## src/rtl/core/ppgw_pkg.sv

```systemverilog
// Shared types and constants for the pixel plot display writer.
`timescale 1ns / 1ps

package ppgw_pkg;

  // Controller command bytes.
  localparam logic [7:0] CMD_EXT       = 8'h34;
  localparam logic [7:0] CMD_GFX_ON    = 8'h36;
  localparam logic [7:0] CMD_BASIC     = 8'h30;
  localparam logic [7:0] CMD_ADDR_BASE = 8'h80;
  localparam logic [7:0] CMD_COL_LOWER = 8'h88;

  // Serial frame sync bytes and nibble mask.
  localparam logic [7:0] SYNC_CMD  = 8'hF8;
  localparam logic [7:0] SYNC_DATA = 8'hFA;
  localparam logic [7:0] HI_NIBBLE = 8'hF0;

  // Width of the raw word index before it is cut to the address width.
  localparam int IDX_W = 12;

  // Which transfer the output register is loaded with.
  typedef enum logic [2:0] {
    XF_EXT = 3'd0,
    XF_ROW = 3'd1,
    XF_COL = 3'd2,
    XF_HI  = 3'd3,
    XF_LO  = 3'd4,
    XF_GON = 3'd5,
    XF_BAS = 3'd6
  } xfer_t;

  // Commands from the controller to the datapath.
  typedef struct packed {
    logic  capture;
    logic  word_wr;
    logic  clear_step;
    logic  load_out;
    xfer_t out_sel;
    logic  out_last;
  } ppgw_cmd_t;

  // Status from the datapath to the controller.
  typedef struct packed {
    logic in_range;
    logic clear_done;
  } ppgw_stat_t;

endpackage

```

## src/rtl/core/ppgw_ctrl.sv

```systemverilog
// Controller state machine that sequences the clearing pass and the transfers of a request.
`timescale 1ns / 1ps

module ppgw_ctrl
  import ppgw_pkg::*;
(
  input  logic       clk,
  input  logic       rst_n,
  input  logic       in_valid,
  output logic       in_stall,
  output logic       out_valid,
  input  logic       out_stall,
  input  ppgw_stat_t stat,
  output ppgw_cmd_t  cmd
);

  typedef enum logic [7:0] {
    S_CLEAR = 8'b0000_0001,
    S_IDLE  = 8'b0000_0010,
    S_ROW   = 8'b0000_0100,
    S_COL   = 8'b0000_1000,
    S_HI    = 8'b0001_0000,
    S_LO    = 8'b0010_0000,
    S_GON   = 8'b0100_0000,
    S_BAS   = 8'b1000_0000
  } state_t;

  state_t state_r, state_nxt;
  logic   out_valid_r, out_valid_nxt;
  logic   out_free;

  // The output register can take a new word if it is empty or being drained.
  assign out_free  = !out_valid_r || !out_stall;
  assign in_stall  = !((state_r == S_IDLE) && out_free);
  assign out_valid = out_valid_r;

  // Next state and datapath commands.
  always_comb begin
    state_nxt = state_r;
    cmd       = '0;
    cmd.out_sel = XF_EXT;
    unique case (state_r)
      S_CLEAR: begin
        cmd.clear_step = 1'b1;
        if (stat.clear_done) begin
          state_nxt = S_IDLE;
        end
      end
      S_IDLE: begin
        if (in_valid && out_free) begin
          cmd.capture  = 1'b1;
          cmd.load_out = 1'b1;
          cmd.out_sel  = XF_EXT;
          cmd.out_last = !stat.in_range;
          state_nxt    = stat.in_range ? S_ROW : S_IDLE;
        end
      end
      S_ROW: begin
        // Read data is stable here, so the updated word is written back.
        cmd.word_wr = 1'b1;
        cmd.out_sel = XF_ROW;
        if (out_free) begin
          cmd.load_out = 1'b1;
          state_nxt    = S_COL;
        end
      end
      S_COL: begin
        cmd.out_sel = XF_COL;
        if (out_free) begin
          cmd.load_out = 1'b1;
          state_nxt    = S_HI;
        end
      end
      S_HI: begin
        cmd.out_sel = XF_HI;
        if (out_free) begin
          cmd.load_out = 1'b1;
          state_nxt    = S_LO;
        end
      end
      S_LO: begin
        cmd.out_sel = XF_LO;
        if (out_free) begin
          cmd.load_out = 1'b1;
          state_nxt    = S_GON;
        end
      end
      S_GON: begin
        cmd.out_sel = XF_GON;
        if (out_free) begin
          cmd.load_out = 1'b1;
          state_nxt    = S_BAS;
        end
      end
      S_BAS: begin
        cmd.out_sel  = XF_BAS;
        cmd.out_last = 1'b1;
        if (out_free) begin
          cmd.load_out = 1'b1;
          state_nxt    = S_IDLE;
        end
      end
      default: begin
        state_nxt = S_CLEAR;
      end
    endcase
  end

  // Output valid flag follows loads and drains.
  always_comb begin
    out_valid_nxt = out_valid_r;
    if (cmd.load_out) begin
      out_valid_nxt = 1'b1;
    end else if (!out_stall) begin
      out_valid_nxt = 1'b0;
    end
  end

  always_ff @(posedge clk) begin
    if (!rst_n) begin
      state_r     <= S_CLEAR;
      out_valid_r <= 1'b0;
    end else begin
      state_r     <= state_nxt;
      out_valid_r <= out_valid_nxt;
    end
  end

endmodule

```

## config.mk

```make
export PLATFORM = sky130hd
export DESIGN_NAME = ppgw_ctrl
export DESIGN_NICKNAME = d
export VERILOG_FILES = /design/src/rtl/core/ppgw_pkg.sv /design/src/rtl/core/ppgw_ctrl.sv
export SDC_FILE = /design/constraint.sdc
export NUM_CORES = 1
export LEC_CHECK = 0
export ABC_CLOCK_PERIOD_IN_PS = 3100
export BUFFER_PORTS_ARGS = -buffer_cell sky130_fd_sc_hd__buf_2
export CORE_UTILIZATION = 40
export CTS_CLUSTER_DIAMETER = 80
export CTS_CLUSTER_SIZE = 14
export DETAILED_ROUTE_END_ITERATION = 7
export GPL_TIMING_DRIVEN = 0
export PLACE_DENSITY = 0.71
export SYNTH_ARGS = -nofsm -noshare
export SYNTH_HDL_FRONTEND = slang
export SYNTH_SLANG_ARGS = --single-unit
```

## constraint.sdc

```tcl
create_clock -name clk -period 3.1 [get_ports clk]
set_clock_uncertainty 0.1 [all_clocks]
set_input_delay 0.93 -clock clk [delete_from_list [all_inputs] [get_ports clk]]
set_output_delay 0.93 -clock clk [all_outputs]
set_load 0.005 [all_outputs]
```

== Word-level counts from Yosys, hierarchy flattened ==
Index checks and enable logic that the tools add are counted.

* Register bits: 9
* Word-level logic and storage cells: 47
* Output and inout port bits: 10

* Equality and inequality tests: 17
* Reductions and logical operators: 8
* Multiplexer cells: 20

{| class="wikitable"
|+ Operators with widths
! kind !! number
|-
| 8-bit two-way mux || 8
|-
| 8-bit case mux with 8 select lines || 1
|-
| 4-bit case mux with 7 select lines || 1
|-
| 2-bit != test, second input constant || 7
|-
| 8-bit by 1-bit equality test with 1-bit output, second input constant || 1
|-
| 8-bit by 2-bit equality test with 1-bit output, second input constant || 1
|-
| 8-bit by 3-bit equality test with 1-bit output, second input constant || 1
|-
| 8-bit by 4-bit equality test with 1-bit output, second input constant || 1
|-
| 8-bit by 5-bit equality test with 1-bit output, second input constant || 1
|-
| 8-bit by 6-bit equality test with 1-bit output, second input constant || 1
|-
| 8-bit by 7-bit equality test with 1-bit output, second input constant || 1
|-
| 8-bit equality test, second input constant || 1
|-
| 8-bit AND reduction || 1
|-
| 1-bit two-way mux || 7
|-
| 5-bit two-way mux || 1
|-
| 1-bit logical NOT || 4
|-
| 2-bit by 1-bit != test with 1-bit output, second input constant || 2
|-
| 3-bit two-way mux || 1
|-
| 1-bit logical AND || 2
|-
| 1-bit case mux with 2 select lines || 1
|-
| 1-bit logical OR || 1
|}

== Depth between registers and ports, before layout ==
Gate-level depths: netlist (run 1).

* Depth in word-level cells: 6
* Gate-level depth with buffers: 7
* Mapped depth without buffers: 6

== Least setup slack after synthesis (run 1) ==
Ideal clock, no wire load.

* Kind: flip-flop to output port
* From: register state_r[2]
* To: output port cmd[1] (netlist bit)
* Setup slack: 0.435 ns
* Arrival time: 1.635 ns
* Stages on the path, launching flop included: 6
* Required time: 2.070 ns
* Cell sequence: dfxtp_1 > buf_2 > or4_1 > clkbuf_1 > or4_1 > o21ai_0

{| class="wikitable"
|+ RTL lines
! what !! RTL line !! text
|-
| start, declared || ppgw_ctrl.sv:28 || <nowiki>state_t state_r, state_nxt;</nowiki>
|-
| start signal, assigned || ppgw_ctrl.sv:124 || <nowiki>state_r <= state_nxt;</nowiki>
|-
| end, declared || ppgw_ctrl.sv:14 || <nowiki>output ppgw_cmd_t cmd</nowiki>
|}

==> impl_metrics.json, run 1 <==
{
  "status": "completed",
  "overflow": 0,
  "stdcell_count": 148,
  "tns_ns": 0,
  "crit_fanout": 9,
  "clk_pin_slew_ns": 0.07,
  "cp_common_cell": "buf_2",
  "worst_slack_ns": 0.0935,
  "worstPathArrival_ns": 1.98,
  "fmax_mhz": 333,
  "hold_class": "reg -> reg",
  "yosysWarnings": 0,
  "drc": 0,
  "hold_viol_final": 0,
  "synth_area_per_cell_sq_um": 7.24,
  "fp-row-count": 15,
  "grt_pass1_wl_mm": 3.04,
  "via_per_inst": 5.48,
  "critPathKind": "reg -> out",
  "grt_max_degree": 11,
  "regArea_sq_um": 180,
  "antenna_left": 0,
  "slew_headroom_pct": 64.8,
  "r2r-start": "state_r[3]",
  "cts-buffers-inserted": 3,
  "holdWs_ns": 0.506,
  "rsz0062_at_grt": "no",
  "synth_area_sq_um": 746,
  "yosys.cell_types.count": 40,
  "ir_worst_vdd_v": 0.000241,
  "coreArea_sq_um": 1750,
  "hpwl_mm": 1.37,
  "critPathRequiredTime_ns": 2.07,
  "io_buffers": 15,
  "finalInstanceArea_sq_um": 916,
  "gp_congestion": 0.866,
  "dr.first_iter.drc_count": 40,
  "cellLeakagePower_nw": 0.393,
  "tightest_slew_ns": 0.514,
  "htreeDepth": 1,
  "cts_sinks": 9,
  "end_kind": "primary output",
  "die_x_um": 45.2,
  "netlist_instances": 103,
  "critPathLaunch": "state_r[2]",
  "dp_cells": 143,
  "setup_viol": 0,
  "dr.pass1.iters": 4,
  "vias": 811,
  "dp_slack_ns": 0.201,
  "die-area_sq_um": 2040,
  "drive_gt1_share_pct": 33.3,
  "synth_edf_count": 0,
  "finalCritPeriodShare_pct": 97.0,
  "slew_violations": 0,
  "syn_to_final_growth_pct": 22.8,
  "synth_ff_type": "dfxtp_1",
  "clock_path_buffers": 2,
  "finish.net_count": 130,
  "drt-wirelength-per-cell_um": 12.6,
  "power_density_nw_per_um2": 348,
  "start_kind": "register",
  "yosysSeqAreaShare_pct": 24.2,
  "grt_usage_pct": 20.7,
  "dpl_cell_area_sq_um": 852,
  "pin_count": 16,
  "wl_mm": 1.87,
  "crit_slowest_cell": "or4_4",
  "syn-num-nets": 109,
  "critical_path.cell_chain": "buf_2, or4_4, or4_1, o21ai_0, buf_2",
  "cts_hold_buf": 0,
  "fillCellCount": 174,
  "grt_pass1_vias": 728,
  "start_util_pct": 42.7,
  "antenna_cells": 0,
  "worstHoldStart": "state_r[6]",
  "ys_ff_latch": 9,
  "clkLatencyLatePin_ns": 0.28,
  "cts_tree": "done",
  "cpPeakStageDelay_ns": 0.52,
  "cts-root-buf": "clkbuf_4",
  "die_height_um": 45.2,
  "maxCapViolations": 0,
  "async_flop_share_pct": 0,
  "period_needed_ns": 3.01,
  "antenna_found_initial": 0,
  "multi_input_area_sq_um": 523
}
[cell usage after synthesis (2+ instances only)]
cell type	n	area, sq um
nor2_1	14	52.6
dfxtp_1	9	180
nand2_1	9	33.8
o21ai_0	6	30.0
a21oi_1	4	20.0
clkbuf_1	4	15.0
nor3_1	4	20.0
buf_2	3	15.0
inv_1	3	11.3
nand2b_1	3	18.8
nor2b_1	3	18.8
nor4_2	3	37.5
xor2_1	3	26.3
a31oi_1	2	12.5
nand3_1	2	10.0
nor4b_1	2	17.5
o21ai_2	2	17.5
or2_2	2	12.5
or3_1	2	12.5
or4_1	2	15.0
xnor2_1	2	17.5
[final timing paths]
check / to / cells past startpoint / slack (ns)
worst max-delay path: cmd[1] / 5 / 0.09
worst min-delay path: state_r[5] / 2 / 0.51
worst max register to register: state_r[7] / 6 / 1.07
worst min register to register: state_r[5] / 2 / 0.51
[report_power, final]
group	total, W	switching, W	internal (W)	leakage (nW)
combinational	0.0000918	0.0000528	0.0000390	0.303
clock	0.000101	0.0000528	0.0000479	0.0177
sequential	0.000126	0.00000492	0.000121	0.0730
[sequential cells by signal (all words and copies together), names as in the netlist]
register   cells
state_r        8
out_valid      1
[layout by cell type, fill, tap and decap left out, types with 2 or more instances in the layout]
cell      synthesis  layout
xnor2_1           2       2
nor3_1            4       4
o21ai_2           2       2
a21oi_1           4       4
nor4_2            3       4
nand2_1           9       9
nor2b_1           3       3
buf_2             3      19
nand2b_1          3       3
or2_2             2       2
xor2_1            3       3
or3_1             2       2
inv_1             3       3
clkbuf_4          0       3
nor2_1           14      14
buf_4             1       3
clkbuf_2          0       2
o21ai_0           6       6
a31oi_1           2       2
dfxtp_1           9       9
[through the flow]
step                      total power (W)  util (%)
after floorplan                  0.000184         -
after global placement           0.000207      48.8
after detailed placement         0.000209      48.8
after CTS                        0.000309      50.4
after global routing             0.000336      52.5
final                            0.000318      52.5
[worst max-delay path, delay by kind of cell (launching register included)]
kind                   cells  cell delay (ns)
flip-flops                 1             0.30
buffers and inverters      2             0.30
AO/OA/AOI/OAI              1             0.09
AND/OR/NAND/NOR            2             1.00
[logic make-up after synthesis]
logic type,count (synthesis),synth area share [%]
simple gates,52,39.6
compound gates,23,20.5
buf+inv,13,8.56
flops,9,24.2
xor+xnor,5,5.87
mux,1,1.34
[layout make-up]
cell class / count / share of cell area, %
multi-input combinational: 81 / 57.1
sequential: 9 / 19.7
timing repair buffer: 17 / 9.84
buffer: 9 / 5.74
tap: 25 / 3.42
clock buffer: 3 / 2.46
inverter: 3 / 1.23
clock inverter: 1 / 0.546
[layer usage]
metal  routed length (um)  vias up  track usage (%)
met2                  894       25             35.9
met5                    0        -                0
met4                   53        0             10.9
met1                  839      369             23.9
li1                     -      410                -
met3                   79        7             3.60
[repair_timing]
action	4_1_cts	5_1_grt
endpoints found under the hold margin	0	0
setup endpoints to repair	2	3
buffers inserted	0	2
resized for setup	1	10
pin swaps	0	1
Power figures use the tool's default switching activity.
==> run 2, diff against run 1 <==
CORE_UTILIZATION = 30   (was 40)
PLACE_DENSITY = 0.58   (was 0.71)
==> run 2 against run 1 <==
Highest routed layer is now met3. Die area is 32% higher. Cell count up 2.0%. Largest cell class unchanged. Worst hold slack worse by 0.0068 ns. Sequential share of layout area stayed put. Critical path depth did not move. Largest power group unchanged. Maximum frequency rose by 1.1%. Critical endpoint unchanged.
==> impl_metrics.json, run 2 (synthesized netlist as in run 1, its figures left out) <==
{
  "crit_slowest_cell": "or4_4",
  "die-area_sq_um": 2690,
  "worstPathArrival_ns": 1.94,
  "period_needed_ns": 2.97,
  "final_core_util_pct": 40.2,
  "hold_class": "reg -> reg",
  "clock_path_buffers": 2,
  "reg2reg_depth": 6,
  "antenna_left": 0,
  "hold_viol_final": 0,
  "wl_mm": 1.81,
  "drt-wirelength-per-cell_um": 12.0,
  "cts_hold_buf": 0,
  "critical_path.cell_chain": "buf_2, or4_4, or4_1, o21ai_0, buf_2",
  "whs_path_depth": 2,
  "power_density_nw_per_um2": 332,
  "tns_ns": 0,
  "status": "completed",
  "finalCritPeriodShare_pct": 95.9,
  "whs_endpoint": "state_r[5]",
  "coreArea_sq_um": 2280,
  "grt_pass1_vias": 644,
  "grt_max_degree": 11,
  "slew_headroom_pct": 60.3,
  "cpPeakStageDelay_ns": 0.52,
  "via_per_inst": 5.11,
  "fp-row-count": 17,
  "grt_usage_pct": 15.5,
  "critPathRequiredTime_ns": 2.07,
  "worstHoldStart": "state_r[6]",
  "start_kind": "register",
  "drive_gt1_share_pct": 31.7,
  "antenna_cells": 0,
  "layout_common_cells": "buf_2 (18), nor2_1 (14), nand2_1 (9), dfxtp_1 (9), o21ai_0 (6)",
  "slew_violations": 0,
  "finish.net_count": 130,
  "cts_sinks": 9,
  "syn_to_final_growth_pct": 22.8,
  "vias": 771,
  "clkLatencyLatePin_ns": 0.26,
  "fmax_mhz": 336,
  "setup_viol": 0,
  "reg2reg_slack_ns": 1.11,
  "finalInstanceArea_sq_um": 916,
  "end_kind": "primary output",
  "dr.first_iter.drc_count": 10,
  "rr_endpoint": "state_r[4]",
  "dpl_cell_area_sq_um": 856,
  "start_util_pct": 32.8,
  "drc": 0,
  "ir_worst_vdd_v": 0.000192,
  "io_buffers": 15,
  "cts-root-buf": "clkbuf_4",
  "antenna_found_initial": 0,
  "maxCapViolations": 0,
  "cts_tree": "done",
  "rsz0062_at_grt": "no",
  "cellLeakagePower_nw": 0.390,
  "overflow": 0,
  "htreeDepth": 1,
  "largest_reg_flops": 8,
  "holdWs_ns": 0.500,
  "hpwl_mm": 1.34,
  "final_common_cell": "buf_2",
  "crit_fanout": 9,
  "r2r-start": "state_r[5]",
  "die_x_um": 51.9,
  "clk_pin_slew_ns": 0.06,
  "cts-buffers-inserted": 3,
  "dr.pass1.iters": 4,
  "die_height_um": 51.9,
  "gp_congestion": 0.763,
  "cp_common_cell": "buf_2",
  "tightest_slew_ns": 0.580,
  "pin_count": 16,
  "critPathKind": "reg -> out",
  "largest-register": "state_r",
  "grt_pass1_wl_mm": 3.02
}
run 2: cell count changes in the layout (fill, tap and decap cells not counted), sizes merged:
cell / previous run / this run
buf: 24 / 23
clkinv: 1 / 0
clkbuf: 5 / 7
run 2: worst max path at each step:
stage                          start      to  slack (ns)  cells past startpoint
after global routing      state_r[3]  cmd[4]        0.01                      7
after CTS                 state_r[2]  cmd[1]        0.03                      5
after detailed placement  state_r[2]  cmd[1]        0.19                      6
after global placement    state_r[2]  cmd[1]        0.19                      6
final                     state_r[2]  cmd[1]        0.13                      5
after floorplan           state_r[2]  cmd[1]        0.43                      5
run 2: repair_timing:
action / 4_1_cts / 5_1_grt
buffers inserted: 0 / 2
resized for setup: 2 / 8
endpoints found under the setup margin: 2 / 3
pin swaps: 0 / 1
run 2: report_power, final:
group          internal, W  total (W)  switching [W]
Combinational    0.0000388  0.0000874      0.0000486
Clock            0.0000496  0.0000908      0.0000412
Sequential        0.000121   0.000126     0.00000481
Total             0.000210   0.000304      0.0000947
run 2: final cells by class:
cell class              count  area [sq um]
fillers                   229          1360
multi-input cells          81           518
flip-flops and latches      9           180
repair buffers             17          90.1
plain buffers               9          55.1
well taps                  28          35.0
clock buffers               4          26.3
inverters                   3          11.3
run 2: layer usage:
layer,vias to the layer above,global-route usage (%),share of wire [%]
li1,407,-,-
met1,354,21.1,49
met2,10,22.9,46
met3,0,6.14,4.4
met4,0,2.70,0
met5,-,0,0
run 2: metrics by stage:
step | power (W) | worst slack, ns | cells
finish | 0.000304 | 0.126 | 151
global route | 0.000327 | 0.0144 | 151
CTS | 0.000303 | 0.0259 | 149
detailed placement | 0.000207 | 0.186 | 146
global placement | 0.000207 | 0.193 | 146
floorplan | 0.000184 | 0.435 | 103
run 2: critical path, delay by kind of cell (launching register included):
family,cells,cell delay [ns]
buf+inv,2,0.30
compound gates,1,0.08
flops,1,0.29
simple gates,2,1.01
==> run 3, diff against run 2 <==
CORE_UTILIZATION = 45   (was 30)
PLACE_DENSITY = 0.77   (was 0.58)
==> run 3 against run 2 <==
Cell count is 8.6% lower. Register-to-register slack worse by 0.02 ns. Utilization is 18 points higher. Total power is 2.4% lower. Global-route usage is 5.5 points higher. Critical endpoint unchanged. Largest power group unchanged.
==> impl_metrics.json, run 3 (synthesized netlist as in run 1, its figures left out) <==
{
  "die_height_um": 42.7,
  "hold_class": "reg -> reg",
  "grt_max_degree": 11,
  "whs_endpoint": "state_r[5]",
  "cts-root-buf": "clkbuf_4",
  "worstHoldStart": "state_r[6]",
  "cts_hold_buf": 0,
  "finish.net_count": 129,
  "via_per_inst": 5.78,
  "final_core_util_pct": 58.0,
  "power_density_nw_per_um2": 336,
  "hold_viol_final": 0,
  "start_util_pct": 48.9,
  "crit_fanout": 9,
  "overflow": 0,
  "fmax_mhz": 331,
  "io_buffers": 15,
  "die-area_sq_um": 1820,
  "rr_endpoint": "state_r[1]",
  "grt_pass1_wl_mm": 2.84,
  "critPathRequiredTime_ns": 2.07,
  "cpPeakStageDelay_ns": 0.56,
  "grt_pass1_vias": 651,
  "reg2reg_slack_ns": 1.09,
  "cp_common_cell": "buf_2",
  "tightest_slew_ns": 0.499,
  "power_w": 0.000297,
  "hpwl_mm": 1.38,
  "crit_family": "simple AND/OR/NAND/NOR gates",
  "antenna_left": 0,
  "cellLeakagePower_nw": 0.382,
  "whs_path_depth": 2,
  "setup_viol": 0,
  "critical_path.cell_chain": "buf_2, or4_4, or4_1, o21ai_0, buf_2",
  "ir_worst_vdd_v": 0.000263,
  "drive_gt1_share_pct": 30.3,
  "dr.first_iter.drc_count": 21,
  "worstPathArrival_ns": 1.99,
  "cts-buffers-inserted": 3,
  "r2r-start": "state_r[3]",
  "fp-row-count": 14,
  "finalCritPeriodShare_pct": 97.4,
  "wl_mm": 1.82,
  "cts_tree": "done",
  "largest-register": "state_r",
  "clkLatencyLatePin_ns": 0.26,
  "status": "completed",
  "rsz0062_at_grt": "no",
  "start_kind": "register",
  "tns_ns": 0,
  "crit_buf_inv": 2,
  "coreArea_sq_um": 1520,
  "die_x_um": 42.7,
  "pin_count": 16,
  "vias": 797,
  "grt_usage_pct": 21.0,
  "gp_congestion": 0.917,
  "slew_headroom_pct": 65.9,
  "period_needed_ns": 3.02,
  "syn_to_final_growth_pct": 18.6,
  "end_kind": "primary output",
  "antenna_found_initial": 0,
  "maxCapViolations": 0,
  "layout_common_cells": "buf_2 (18), nor2_1 (14), nand2_1 (9), dfxtp_1 (9), o21ai_0 (6)",
  "clock_path_buffers": 2,
  "critPathKind": "reg -> out",
  "crit_slowest_cell": "or4_4",
  "dr.pass1.iters": 4,
  "drc": 0,
  "cts_sinks": 9,
  "htreeDepth": 1,
  "largest_reg_flops": 8,
  "final_common_cell": "buf_2",
  "clk_pin_slew_ns": 0.06,
  "antenna_cells": 0,
  "drt-wirelength-per-cell_um": 13.2,
  "slew_violations": 0,
  "reg2reg_depth": 5
}
==> run 3: changes by cell type in the layout (fill, tap and decap cells not counted), sizes merged <==
cell / delta
buf: -1
==> run 3: per-stage QoR <==
step,instance area (sq um),instances,hold slack (ns),setup slack (ns)
2_1_floorplan,746,103,0.438,0.435
3_3_place_gp,841,134,0.478,0.214
3_5_place_dp,841,134,0.496,0.192
4_1_cts,867,137,0.507,0.0159
5_1_grt,885,138,0.533,0.0242
6_report,885,138,0.518,0.0812
==> run 3: cell type report <==
class,count,area [sq um]
fill,148,639
multi-input combinational,81,512
sequential,9,180
timing repair buffer,16,82.6
buffer,9,52.6
clock buffer,4,26.3
tap,16,20.0
inverter,3,11.3
==> run 3: power breakdown <==
group / switching, W / leakage, nW / internal (W)
clock network: 0.0000379 / 0.0150 / 0.0000494
registers: 0.00000482 / 0.0730 / 0.000121
logic: 0.0000496 / 0.294 / 0.0000339
total: 0.0000923 / 0.382 / 0.000205
==> run 3: repair_timing <==
item,CTS,global route
buffers inserted,0,1
resized for setup,1,7
endpoints found under the setup margin,2,3
pin swaps,0,2
==> run 3: worst reg2reg max path: stages, from the launching register on <==
cell	delay [ns]
dfxtp_1	0.31
buf_6	0.14
or3_1	0.39
or3_4	0.40
or3_1	0.39
o2111a_1	0.17
==> run 3: metal layers <==
layer  share of wire, %  vias to the layer above  track usage, %
li1                   -                      406               -
met1                 45                      376            26.8
met2                 51                       13            33.9
met3                3.7                        2            7.66
met4               0.77                        0            3.75
met5                  0                        -               0
==> run 3: worst max-delay path by stage <==
| stage | from | end | slack (ns) | cells after the start |
|---|---|---|---|---|
| after floorplan | state_r[2] | cmd[1] | 0.43 | 5 |
| after global placement | state_r[2] | cmd[1] | 0.21 | 6 |
| after detailed placement | out_stall | cmd[4] | 0.19 | 6 |
| after CTS | state_r[7] | cmd[4] | 0.02 | 7 |
| after global routing | state_r[4] | cmd[4] | 0.02 | 7 |
| final | state_r[2] | cmd[1] | 0.08 | 5 |
